<file path="config.mk">
export PLATFORM = sky130hd
export DESIGN_NAME = char_lcd_parallel_bus_driver
export DESIGN_NICKNAME = d
export VERILOG_FILES = /design/src/rtl/cld_pkg.sv /design/src/rtl/cld_seq.sv /design/src/rtl/char_lcd_parallel_bus_driver.sv
export SDC_FILE = /design/constraint.sdc
export NUM_CORES = 1
export LEC_CHECK = 0
export BUFFER_PORTS_ARGS = -buffer_cell sky130_fd_sc_hd__buf_2
export CORE_AREA = 10 10 168 170
export CTS_BUF_LIST = sky130_fd_sc_hd__clkbuf_4 sky130_fd_sc_hd__clkbuf_8
export DETAILED_ROUTE_END_ITERATION = 10
export DIE_AREA = 0 0 178 180
export GPL_TIMING_DRIVEN = 0
export PLACE_DENSITY_LB_ADDON = 0.12
export REMOVE_ABC_BUFFERS = 1
export SLEW_MARGIN = 20
export SYNTH_ARGS = -nofsm -noshare
export SYNTH_HDL_FRONTEND = slang
export SYNTH_SLANG_ARGS = --single-unit
</file>
<file path="constraint.sdc">
create_clock -name clock -period 7.29 [get_ports clock]
set_input_delay 0.729 -clock clock [delete_from_list [all_inputs] [get_ports clock]]
set_output_delay 0.729 -clock clock [all_outputs]
set_load 0.005 [all_outputs]
</file>
<file path="src/rtl/cld_pkg.sv">
`timescale 1ns / 1ps
// ----------------------------------------------------------------------------
// cld_pkg
// Shared types, codes and the power-on sequence table for the character-LCD
// parallel bus driver.
// ----------------------------------------------------------------------------
package cld_pkg;

   localparam int DELAY_WIDTH_DEF = 24;
   localparam int US_WIDTH        = 14;
   localparam int TPU_WIDTH       = 10;
   localparam int PROD_WIDTH      = US_WIDTH + TPU_WIDTH;
   localparam int INIT_STEPS      = 10;

   localparam logic       FOUR_BIT_RST = 1'b1;
   localparam logic [9:0] TICKS_RST    = 10'(100000000 / 1000000);
   localparam logic [9:0] GAP_RST      = 10'd300;

   localparam logic [1:0] MODE_INSTR = 2'd0;
   localparam logic [1:0] MODE_DATA  = 2'd1;
   localparam logic [1:0] MODE_INIT  = 2'd2;

   localparam logic [1:0] CSR_FOUR_BIT = 2'd0;
   localparam logic [1:0] CSR_TICKS    = 2'd1;
   localparam logic [1:0] CSR_GAP      = 2'd2;

   typedef enum logic [4:0] {
      PH_IDLE        = 5'd0,
      PH_POLL_SETUP  = 5'd1,
      PH_POLL_SAMPLE = 5'd2,
      PH_PULSE_A     = 5'd3,
      PH_PULSE_B     = 5'd4,
      PH_PULSE_C     = 5'd5,
      PH_WR_SETUP    = 5'd6,
      PH_STB_DATA    = 5'd7,
      PH_STB_HIGH    = 5'd8,
      PH_STB_LOW     = 5'd9,
      PH_GAP         = 5'd10,
      PH_INIT_DELAY  = 5'd11,
      PH_RAW_SET     = 5'd12,
      PH_RAW_HIGH    = 5'd13,
      PH_RAW_LOW     = 5'd14,
      PH_DISPATCH    = 5'd15
   } phase_type;

   typedef enum logic [1:0] {
      ST_DELAY = 2'd0,
      ST_RAW   = 2'd1,
      ST_INSTR = 2'd2
   } step_kind_type;

   typedef struct packed {
      step_kind_type         kind;
      logic [US_WIDTH-1:0]   arg;
   } init_entry_type;

   typedef struct packed {
      logic       four_bit_bus;
      logic [9:0] ticks_per_microsecond;
      logic [9:0] nibble_gap_us;
   } cfg_type;

   typedef struct packed {
      logic       start_req;
      logic [1:0] mode;
      logic [7:0] byte_in;
      logic       busy_in;
   } req_type;

   typedef struct packed {
      logic       e;
      logic       rs;
      logic       rw;
      logic [7:0] data;
      logic       db7_drv;
   } pins_type;

   typedef struct packed {
      pins_type pins;
      logic     ready;
   } rsp_type;

   function automatic init_entry_type init_entry(logic four, logic [3:0] idx);
      init_entry_type ent;
      ent = '{kind: ST_INSTR, arg: 14'h06};
      case (idx)
         4'd0: ent = '{kind: ST_DELAY, arg: 14'd15000};
         4'd1: ent = '{kind: ST_RAW,   arg: 14'h30};
         4'd2: ent = '{kind: ST_DELAY, arg: 14'd4100};
         4'd3: ent = '{kind: ST_RAW,   arg: 14'h30};
         4'd4: ent = '{kind: ST_DELAY, arg: 14'd100};
         4'd5: ent = four ? '{kind: ST_INSTR, arg: 14'h32} : '{kind: ST_RAW, arg: 14'h30};
         4'd6: ent = four ? '{kind: ST_INSTR, arg: 14'h28} : '{kind: ST_INSTR, arg: 14'h38};
         4'd7: ent = '{kind: ST_INSTR, arg: 14'h08};
         4'd8: ent = '{kind: ST_INSTR, arg: 14'h01};
         4'd9: ent = '{kind: ST_INSTR, arg: 14'h06};
         default: ent = '{kind: ST_INSTR, arg: 14'h06};
      endcase
      return ent;
   endfunction

endpackage

</file>
<file path="src/rtl/cld_seq.sv">
`timescale 1ns / 1ps
// ----------------------------------------------------------------------------
// cld_seq
// Bus sequencer: phase, delay counter, held byte, init step and pin levels.
// Advances one tick per step strobe and presents the pins after that tick.
// ----------------------------------------------------------------------------
module cld_seq #(
   parameter int DELAY_WIDTH = cld_pkg::DELAY_WIDTH_DEF
) (
   input  logic             clock,
   input  logic             reset,
   input  logic             step,
   input  cld_pkg::req_type req,
   input  cld_pkg::cfg_type cfg,
   output cld_pkg::rsp_type rsp_next
);
   import cld_pkg::*;

   localparam int WIDE = (DELAY_WIDTH > PROD_WIDTH) ? DELAY_WIDTH : PROD_WIDTH;

   phase_type              phase_ff, phase_in;
   logic [DELAY_WIDTH-1:0] delay_ff, delay_in;
   logic [7:0]             held_byte_ff, held_byte_in;
   logic                   held_select_ff, held_select_in;
   logic [3:0]             init_step_ff, init_step_in;
   logic                   second_ff, second_in;
   pins_type               pins_ff, pins_in;

   logic [3:0]             init_idx;
   init_entry_type         ent;
   logic [US_WIDTH-1:0]    mul_us;
   logic [PROD_WIDTH-1:0]  product;
   logic [WIDE-1:0]        prod_wide;
   logic [WIDE-1:0]        lim_wide;
   logic [DELAY_WIDTH-1:0] delay_load;
   logic                   delay_done;

   assign init_idx  = 4'(init_step_ff - 4'd1);
   assign ent       = init_entry(cfg.four_bit_bus, init_idx);
   assign mul_us    = (phase_ff == PH_STB_LOW) ? US_WIDTH'(cfg.nibble_gap_us) : ent.arg;
   assign product   = PROD_WIDTH'(mul_us) * PROD_WIDTH'(cfg.ticks_per_microsecond);
   assign prod_wide = WIDE'(product);
   assign lim_wide  = WIDE'({DELAY_WIDTH{1'b1}});
   assign delay_load = (prod_wide > lim_wide) ? {DELAY_WIDTH{1'b1}}
                                              : prod_wide[DELAY_WIDTH-1:0];
   assign delay_done = (delay_ff <= DELAY_WIDTH'(1));

   always_comb begin
      phase_in       = phase_ff;
      delay_in       = delay_ff;
      held_byte_in   = held_byte_ff;
      held_select_in = held_select_ff;
      init_step_in   = init_step_ff;
      second_in      = second_ff;
      pins_in        = pins_ff;

      case (phase_ff)
         PH_IDLE: begin
            if (req.start_req) begin
               if (req.mode inside {MODE_INSTR, MODE_DATA}) begin
                  held_byte_in   = req.byte_in;
                  held_select_in = (req.mode == MODE_DATA);
                  init_step_in   = 4'd0;
                  phase_in       = PH_POLL_SETUP;
               end else if (req.mode == MODE_INIT) begin
                  init_step_in = 4'd1;
                  phase_in     = PH_DISPATCH;
               end
            end
         end
         PH_POLL_SETUP: begin
            pins_in.db7_drv = 1'b0;
            pins_in.rw      = 1'b1;
            pins_in.rs      = 1'b0;
            pins_in.e       = 1'b1;
            phase_in        = PH_POLL_SAMPLE;
         end
         PH_POLL_SAMPLE: begin
            pins_in.e = 1'b0;
            if (req.busy_in) begin
               phase_in = PH_PULSE_A;
            end else begin
               pins_in.db7_drv = 1'b1;
               phase_in        = PH_WR_SETUP;
            end
         end
         PH_PULSE_A: begin
            pins_in.e = 1'b1;
            phase_in  = PH_PULSE_B;
         end
         PH_PULSE_B: begin
            pins_in.e = 1'b0;
            phase_in  = PH_PULSE_C;
         end
         PH_PULSE_C: begin
            pins_in.e = 1'b1;
            phase_in  = PH_POLL_SAMPLE;
         end
         PH_WR_SETUP: begin
            pins_in.rw = 1'b0;
            pins_in.rs = held_select_ff;
            second_in  = 1'b0;
            phase_in   = PH_STB_DATA;
         end
         PH_STB_DATA: begin
            if (cfg.four_bit_bus) begin
               pins_in.data = second_ff ? {held_byte_ff[3:0], 4'h0}
                                        : {held_byte_ff[7:4], 4'h0};
            end else begin
               pins_in.data = held_byte_ff;
            end
            pins_in.e = 1'b0;
            phase_in  = PH_STB_HIGH;
         end
         PH_STB_HIGH: begin
            pins_in.e = 1'b1;
            phase_in  = PH_STB_LOW;
         end
         PH_STB_LOW: begin
            pins_in.e = 1'b0;
            if (cfg.four_bit_bus) begin
               delay_in = delay_load;
               phase_in = PH_GAP;
            end else begin
               phase_in = (init_step_ff == 4'd0) ? PH_IDLE : PH_DISPATCH;
            end
         end
         PH_GAP: begin
            if (delay_done) begin
               delay_in = '0;
               if (!second_ff) begin
                  second_in = 1'b1;
                  phase_in  = PH_STB_DATA;
               end else begin
                  second_in = 1'b0;
                  phase_in  = (init_step_ff == 4'd0) ? PH_IDLE : PH_DISPATCH;
               end
            end else begin
               delay_in = delay_ff - DELAY_WIDTH'(1);
            end
         end
         PH_INIT_DELAY: begin
            if (delay_done) begin
               delay_in = '0;
               phase_in = PH_DISPATCH;
            end else begin
               delay_in = delay_ff - DELAY_WIDTH'(1);
            end
         end
         PH_RAW_SET: begin
            pins_in.rw   = 1'b0;
            pins_in.rs   = 1'b0;
            pins_in.data = cfg.four_bit_bus ? {held_byte_ff[7:4], 4'h0} : held_byte_ff;
            pins_in.e    = 1'b0;
            phase_in     = PH_RAW_HIGH;
         end
         PH_RAW_HIGH: begin
            pins_in.e = 1'b1;
            phase_in  = PH_RAW_LOW;
         end
         PH_RAW_LOW: begin
            pins_in.e = 1'b0;
            phase_in  = PH_DISPATCH;
         end
         PH_DISPATCH: begin
            if (init_step_ff == 4'd0 || init_step_ff > 4'(INIT_STEPS)) begin
               init_step_in = 4'd0;
               phase_in     = PH_IDLE;
            end else begin
               init_step_in = 4'(init_step_ff + 4'd1);
               case (ent.kind)
                  ST_DELAY: begin
                     delay_in = delay_load;
                     phase_in = PH_INIT_DELAY;
                  end
                  ST_RAW: begin
                     held_byte_in   = ent.arg[7:0];
                     held_select_in = 1'b0;
                     phase_in       = PH_RAW_SET;
                  end
                  default: begin
                     held_byte_in   = ent.arg[7:0];
                     held_select_in = 1'b0;
                     phase_in       = PH_POLL_SETUP;
                  end
               endcase
            end
         end
         default: begin
            phase_in = PH_IDLE;
         end
      endcase

      rsp_next.pins  = pins_in;
      rsp_next.ready = (phase_in == PH_IDLE);
   end

   always_ff @(posedge clock) begin
      if (reset) begin
         phase_ff       <= PH_IDLE;
         delay_ff       <= '0;
         held_byte_ff   <= '0;
         held_select_ff <= 1'b0;
         init_step_ff   <= '0;
         second_ff      <= 1'b0;
         pins_ff        <= '{e: 1'b0, rs: 1'b0, rw: 1'b0, data: 8'h00, db7_drv: 1'b1};
      end else if (step) begin
         phase_ff       <= phase_in;
         delay_ff       <= delay_in;
         held_byte_ff   <= held_byte_in;
         held_select_ff <= held_select_in;
         init_step_ff   <= init_step_in;
         second_ff      <= second_in;
         pins_ff        <= pins_in;
      end
   end

endmodule

</file>
<file path="src/rtl/char_lcd_parallel_bus_driver.sv">
`timescale 1ns / 1ps
// ----------------------------------------------------------------------------
// char_lcd_parallel_bus_driver
// Character-LCD parallel bus driver: busy polling, byte and nibble writes and
// the power-on initialise sequence, one sequencer tick per request beat.
// ----------------------------------------------------------------------------
// Usage:
//   req_*  : one beat is one sequencer tick. start_req with mode asks for an
//            instruction write, a data write or the initialise sequence and is
//            taken only while idle; busy_in is the DB7 level for this tick.
//   rsp_*  : one beat per request beat, the bus pin levels after that tick
//            and ready_res, high when the sequencer is idle again.
//   csr_*  : register writes (bus width, ticks per microsecond, nibble gap),
//            always ready; user issues them while sequencer idle, unenforced.
// Each response beat is registered and offered in the cycle after its request
// beat; one beat is taken every cycle the response register is free, which it
// is as its beat is taken; stalled receivers hold off requests, no beat dropped.
// Delays count request beats: us * ticks_per_microsecond, saturated to
// the delay counter width.
// Reset clears the sequencer to idle with all pins low and DB7 driven, and
// restores register defaults: four-bit bus, 100 ticks per us, 300 us gap.
// ----------------------------------------------------------------------------
module char_lcd_parallel_bus_driver #(
   parameter int DELAY_WIDTH = cld_pkg::DELAY_WIDTH_DEF
) (
   input  logic       clock,
   input  logic       reset,

   input  logic       req_valid,
   output logic       req_ready,
   input  logic       req_start_req,
   input  logic [1:0] req_mode,
   input  logic [7:0] req_byte_in,
   input  logic       req_busy_in,

   output logic       rsp_valid,
   input  logic       rsp_ready,
   output logic       rsp_lcd_enable,
   output logic       rsp_lcd_register_select,
   output logic       rsp_lcd_read_write,
   output logic [7:0] rsp_lcd_data_out,
   output logic       rsp_db7_driven,
   output logic       rsp_ready_res,

   input  logic       csr_valid,
   output logic       csr_ready,
   input  logic [1:0] csr_index,
   input  logic [9:0] csr_data
);
   import cld_pkg::*;

   cfg_type cfg_ff;
   req_type req;
   rsp_type rsp_next;
   rsp_type rsp_ff;
   logic    rsp_valid_ff;
   logic    accept;

   assign csr_ready = 1'b1;
   assign req_ready = !rsp_valid_ff || rsp_ready;
   assign accept    = req_valid && req_ready;

   assign req = '{start_req: req_start_req, mode: req_mode,
                  byte_in: req_byte_in, busy_in: req_busy_in};

   always_ff @(posedge clock) begin
      if (reset) begin
         cfg_ff <= '{four_bit_bus: FOUR_BIT_RST, ticks_per_microsecond: TICKS_RST,
                     nibble_gap_us: GAP_RST};
      end else if (csr_valid) begin
         case (csr_index)
            CSR_FOUR_BIT: cfg_ff.four_bit_bus          <= csr_data[0];
            CSR_TICKS:    cfg_ff.ticks_per_microsecond <= csr_data;
            CSR_GAP:      cfg_ff.nibble_gap_us         <= csr_data;
            default:      cfg_ff                       <= cfg_ff;
         endcase
      end
   end

   cld_seq #(
      .DELAY_WIDTH (DELAY_WIDTH)
   ) u_seq (
      .clock    (clock),
      .reset    (reset),
      .step     (accept),
      .req      (req),
      .cfg      (cfg_ff),
      .rsp_next (rsp_next)
   );

   always_ff @(posedge clock) begin
      if (reset) begin
         rsp_valid_ff <= 1'b0;
      end else if (accept) begin
         rsp_valid_ff <= 1'b1;
      end else if (rsp_ready) begin
         rsp_valid_ff <= 1'b0;
      end
   end

   always_ff @(posedge clock) begin
      if (accept) begin
         rsp_ff <= rsp_next;
      end
   end

   assign rsp_valid               = rsp_valid_ff;
   assign rsp_lcd_enable          = rsp_ff.pins.e;
   assign rsp_lcd_register_select = rsp_ff.pins.rs;
   assign rsp_lcd_read_write      = rsp_ff.pins.rw;
   assign rsp_lcd_data_out        = rsp_ff.pins.data;
   assign rsp_db7_driven          = rsp_ff.pins.db7_drv;
   assign rsp_ready_res           = rsp_ff.ready;

endmodule

</file>
# After elaboration in Yosys (flattened, before gate mapping)
# Cells that the tools add are included.
[word_totals] latchBits=0 mem_bits_rw=0 input_bits=29 regBits=90 mem_bits_ro=0 word_cells=142 n_memories=0
[op_classes] bitwise=0 magnitude_cmp=3 mul=1 n_shift=0 n_mux=50 add_sub_neg=3 n_reduce_logical=28 div=0 eq_ne=36
[op_table] operator="case mux 16 bit (8 select lines)" n=1
[op_table] operator="2-to-1 mux 24 bit" n=5
[op_table] operator="case mux 5 bit (15 select lines)" n=1
[op_table] operator="case mux 24 bit (3 select lines)" n=1
[op_table] operator="2-to-1 mux 8 bit" n=6
[op_table] operator="2-to-1 mux 5 bit" n=9
[op_table] operator="equality test 5 x 4 -> 1 bit, second input constant" n=8
[op_table] operator="case mux 8 bit (2 select lines)" n=2
[op_table] operator="> comparator 24 bit, second input constant" n=1
[op_table] operator="less-or-equal comparator 24 x 1 -> 1 bit, second input constant" n=1
[op_table] operator="multiplier 14 x 10 -> 24 bit" n=1
[op_table] operator="2-to-1 mux 4 bit" n=6
[op_table] operator="subtractor 24 x 1 -> 24 bit, second input constant" n=1
[op_table] operator="equality test 5 x 3 -> 1 bit, second input constant" n=4
[op_table] operator="equality test 4 x 3 -> 1 bit, second input constant" n=4
[op_table] operator="2-to-1 mux 16 bit" n=1
[op_table] operator="case mux 4 bit (2 select lines)" n=2
[op_table] operator="2-to-1 mux 14 bit" n=1
[op_table] operator="equality test 5 x 2 -> 1 bit, second input constant" n=2
[op_table] operator="logical NOT 5 bit" n=2
[op_table] operator="2-to-1 mux 1 bit" n=9
[op_table] operator="equality test 4 x 2 -> 1 bit, second input constant" n=2
[op_table] operator="logical NOT 4 bit" n=2
[op_table] operator="inequality test 2 bit, second input constant" n=4
[op_table] operator="other kinds (27)" n=45

# Depth between registers and ports, before layout
[depth] depth_word=11 ltp_mapped=28

# Cells and area by module
# A second synthesis with hierarchy kept.
[hier_totals] hier_cells=1178 hier_area_um2=9713.1
[modules_own_cells] module="cld_seq" instances=1 area_each_um2=8383.0 cells_per_inst=1071
[modules_own_cells] module="char_lcd_parallel_bus_driver" instances=1 area_each_um2=1330.0 cells_per_inst=107

# Worst setup path before layout
# Ideal clock, no wire load.
[synth_path] kind="register to register" start="register u_seq.init_step_ff[0]" end="register u_seq.delay_ff[20]" path_slack_ps=490 path_stages_with_launch=28 arrival_ps=6730 cell_sequence="dfxtp_1 > inv_1 > ha_1 > clkbuf_1 > xor2_1 > nor2_1 > a21oi_1 > nor2_1 > o31ai_1 > nand2_1 > fa_1 > inv_1 > fa_1 > inv_1 > fa_1 > inv_1 > fa_1 > inv_1 > fa_1 > inv_1 > ha_1 > and3_1 > o21a_1 > o31a_1 > o31ai_1 > nor3_1 > or4_1 > a21oi_1"
[synth_via] elab_chain_len=11 elab_cells_between_ends=27 classes_between="add/sub (1); mul (1); order compare (2); eq/ne (10); mux (7); reduce/logical (6)"
[synth_lines] item="from (decl)" line_no="cld_seq.sv:25" rtl="logic [3:0] init_step_ff, init_step_in;"
[synth_lines] item="from (signal assigned)" line_no="cld_seq.sv:212" rtl="init_step_ff <= init_step_in;"
[synth_lines] item="subtractor 4 x 1 -> 4 bit" line_no="cld_seq.sv:38" rtl="assign init_idx = 4'(init_step_ff - 4'd1);"
[synth_lines] item="equality test 4 x 1 -> 1 bit / equality test 4 x 2 -> 1 bit (equally long branches)" line_no="cld_pkg.sv:86" rtl="case (idx)"
[synth_lines] item="OR reduction 2 bit (no line)"
[synth_lines] item="case mux 16 bit (8 select lines)" line_no="cld_pkg.sv:86"
[synth_lines] item="2-to-1 mux 14 bit" line_no="cld_seq.sv:40" rtl="assign mul_us = (phase_ff == PH_STB_LOW) ? US_WIDTH'(cfg.nibble_gap_us) : ent.arg;"
[synth_lines] item="multiplier 14 x 10 -> 24 bit" line_no="cld_seq.sv:41" rtl="assign product = PROD_WIDTH'(mul_us) * PROD_WIDTH'(cfg.ticks_per_microsecond);"
[synth_lines] item="> comparator 24 bit" line_no="cld_seq.sv:44" rtl="assign delay_load = (prod_wide > lim_wide) ? {DELAY_WIDTH{1'b1}}"
[synth_lines] item="2-to-1 mux 24 bit" line_no="cld_seq.sv:44"
[synth_lines] item="2-to-1 mux 24 bit" line_no="cld_seq.sv:171" rtl="case (ent.kind)"
[synth_lines] item="2-to-1 mux 24 bit" line_no="cld_seq.sv:166" rtl="if (init_step_ff == 4'd0 || init_step_ff > 4'(INIT_STEPS)) begin"
[synth_lines] item="case mux 24 bit (3 select lines)" line_no="cld_seq.sv:57" rtl="case (phase_ff)"
[synth_lines] item="to (signal assigned)" line_no="cld_seq.sv:209" rtl="delay_ff <= delay_in;"
[synth_lines] item="to (decl)" line_no="cld_seq.sv:22" rtl="logic [DELAY_WIDTH-1:0] delay_ff, delay_in;"
# Several ways; a longest one is shown, not always the timed one. The select of a mux whose other input is x is not followed.
# A chain may end at the register's enable or synchronous reset.

# Worst setup path in the final report
# Same ends and word-level chain as after synthesis.

==> summary.txt <==
STA
  – Final worst slack: 0.376 ns
  – Peak Freq: 145 MHz
  – Final setup viols: 0
  – Fin. max-slew vios: 0
  – Relative slew slack: 0.328
  – Setup TNS: 0 ns
  – Worst slew pin tran: 1.00 ns
  – Period utilisation layout: 0.948
  – Min cycle time layout: 6.91 ns
  – Final Hold Viols: 0
  – Final Skew: 0.0113 ns

Critical path
  – Reg2Reg Setup Slack: 0.38 ns
  – Reg2Reg Depth: 24
  – Peak fanout along the critical path: 8
  – Setup crit start kind: flop
  – CP Data Arrival Time: 7.25 ns
  – CP Class: reg -> reg
  – Critical Path Sink Type: flop
  – Critical path data required time: 7.63 ns
  – Reg2reg start: u_seq.init_step_ff[0]
  – Reg2reg end: u_seq.delay_ff[20]

Drt
  – Top sig layer: met4
  – Routed Antenna Nets: 0
  – Final WL: 26300 um
  – Iter 0 DRT Violations: 625
  – Met2 routed WL: 12900 um
  – Via count: 8466
  – Routed WL per cell: 16.9 um
  – Metal1 wirelength: 12200 um
  – Met3 wire length: 911 um
  – Vias per cell: 5.43
  – DRT Pass-1 Iters: 4
  – Post-route DRC: 0

Floorplanning
  – DIE WIDTH: 178 um
  – Die height: 180 um
  – Initial Util: 0.391
  – # rows: 58
  – Die ar.: 0.0320 mm2
  – Core Area: 0.0249 mm2
  – # IOs: 45

Hold path
  – Worst Hold Launch: cfg_ff[1]
  – Worst hold stages: 2
  – Hold WC Path Type: reg -> reg
  – Worst hold endpoint: cfg_ff[1]

Cells and area
  – Footprint of the multi-input gates: 0.00712 mm2
  – Layout cells sized above 1: 0.0953
  – N_diodes: 0
  – Fin nets: 1413
  – Fillers: 2576
  – Final Non-Filler Cells: 1558
  – Storage cell area: 0.00194 mm2
  – Area growth syn-to-layout: 7.94%

Power
  – Peak supply drop: 0.110 mV
  – Leak: 4.74 nW
  – Total power: 1.35 mW
  – Pwr dens: 129 mW/mm2

Yosys
  – Seq/Total Area, Yosys: 0.198
  – Post-synth top flop: dfxtp_1
  – Register bit total from synthesis: 90
  – Count leader, synth: nand2_1
  – Dominant cells by area after synthesis: fa_1, dfxtp_1, ha_1
  – Ys async rst share: 0
  – Yosys warns: 0
  – EDFF count, synth: 13
  – Distinct cells, synth: 82
  – Mapped Avg Cell Area: 7.97 um2
  – Area of the mapped netlist: 0.00974 mm2
  – Share of the synthesized area in the top cell type: 0.173
  – Most instantiated cells after synthesis: nand2_1, inv_1, fa_1
  – Post-Synthesis Cells: 1223
  – Yosys top cell by area: fa_1

CTS
  – CTS tree: yes
  – CTS Sinks: 90
  – Later-pin clock latency in the skew report: 0.39 ns
  – Clock Pin Slew Worst Setup and Hold Paths: 0.11 ns
  – Hold Buf Count CTS: 0
  – Number of buffers created by CTS: 9
  – Clock root cell: clkbuf_8
  – Clk buf depth: 2
  – H-Tree Depth: 3

Global route
  – Vias in the first global route: 8453
  – All-Layer GR Usage: 0.167
  – GRT overflow: 0
  – Largest net degree at the start of global routing: 60
  – First-pass GRT wire length: 44000 um
  – Antenna violations before repair: 0

Run status
  – Status: finished, final reports clean

Placed design
  – Port-buffer cells: 43
  – Gpl congestion: 0.823
  – Pre-CTS setup slack: -0.672 ns
  – Dpl cells: 1534
  – DPL Wire Length: 19600 um

Job
  – # Max-Cap Violations: 0
==> metrics by stage <==
stage | utilization | instance area (um2) | hold slack, ns
floorplan | - | 9430 | 0.428
global placement | 0.404 | 10100 | 0.446
detailed placement | 0.407 | 10100 | 0.453
CTS | 0.417 | 10400 | 0.469
global route | 0.422 | 10500 | 0.494
finish | 0.422 | 10500 | 0.463
==> power breakdown <==
part / total (mW) / switching [mW] / internal [mW]
combinational: 0.430 / 0.260 / 0.169
clock: 0.361 / 0.226 / 0.134
sequential: 0.564 / 0.0341 / 0.530
==> routing by layer <==
metal  track usage  vias to the layer above
met5             0                        -
met4        0.0360                        0
met3        0.0168                       13
met2         0.281                      144
met1         0.225                     4142
li1              -                     4167
==> cell families after synthesis <==
logic type / Yosys count / share of synthesized area
other cells: 1 / 0.000385
simple gates: 472 / 0.243
mux: 8 / 0.00873
fa+ha+maj: 161 / 0.272
compound gates: 267 / 0.177
flops: 90 / 0.198
buf+inv: 209 / 0.0870
xor+xnor: 15 / 0.0143
==> layout make-up <==
cell class	count	area share
multi-input cells	924	0.677
repair buffers	55	0.0302
clock buffers	9	0.0118
inverters	143	0.0510
well taps	330	0.0393
flip-flops and latches	90	0.184
clock inverters	7	0.00654
==> flip-flops by register name (all words and copies together), names as in the netlist, 4 cells and up <==
name and flops:
u_seq.delay_ff 24, u_seq.phase_ff 5, rsp_lcd_data_out 8, u_seq.held_byte_ff 8, u_seq.pins_ff 12, cfg_ff 21, u_seq.init_step_ff 4
==> worst max-delay path by stage <==
| stage | start | to | slack, ns | depth (start not counted) |
|---|---|---|---|---|
| global route | u_seq.init_step_ff[0] | u_seq.delay_ff[20] | -0.06 | 24 |
| CTS | u_seq.init_step_ff[0] | u_seq.delay_ff[20] | 0.01 | 27 |
| floorplan | u_seq.init_step_ff[0] | u_seq.delay_ff[20] | 0.56 | 26 |
| finish | u_seq.init_step_ff[0] | u_seq.delay_ff[20] | 0.38 | 24 |
| detailed placement | u_seq.phase_ff[0] | u_seq.delay_ff[20] | -0.67 | 21 |
| global placement | u_seq.phase_ff[0] | u_seq.delay_ff[20] | -1.25 | 21 |
==> critical path: stages, from the launching register on <==
cell and delay (ns):
dfxtp_2 0.42, inv_1 0.14, ha_2 0.27, or4_1 0.54, nand2_1 0.11, a211oi_1 0.06, a31oi_1 0.27, mux2_4 0.26
nand2_1 0.08, fa_1 0.50, fa_1 0.55, inv_1 0.06, fa_1 0.50, fa_1 0.54, inv_1 0.05, fa_1 0.52
inv_1 0.04, ha_2 0.38, and3_1 0.22, o21a_1 0.13, o31a_1 0.22, o31ai_4 0.13, and3_1 0.19, or4_1 0.54
a21oi_1 0.13
==> placed cells by master (no fill, tap or decap), types with 5 or more instances in the layout <==
master	count
nand2_1	162
inv_1	141
fa_1	84
nor2_1	80
ha_1	72
dfxtp_1	71
and2_1	68
a21oi_1	66
o21ai_0	57
buf_2	43
nor3_1	36
a211oi_1	23
nand3_1	18
a31oi_1	18
nand2b_1	14
nor2b_1	13
o21a_1	13
and3_1	13
edfxtp_1	13
or3_1	12
buf_4	11
xnor2_1	10
nor4_1	10
clkbuf_8	9
o31ai_1	8
o21ai_1	8
a21o_1	7
o211ai_1	6
or4_1	6
nand4_1	6
o211a_1	6
dfxtp_2	6
a222oi_1	5
nor3b_1	5
nand4b_1	5
a311oi_1	5
==> what timing repair did <==
item                                    in CTS  in global routing
buffers inserted                             3                  5
resized for setup                            6                 21
pin swaps                                    1                  2
endpoints found under the setup margin      10                 10
Note: power is estimated with default switching activity, not from simulation.
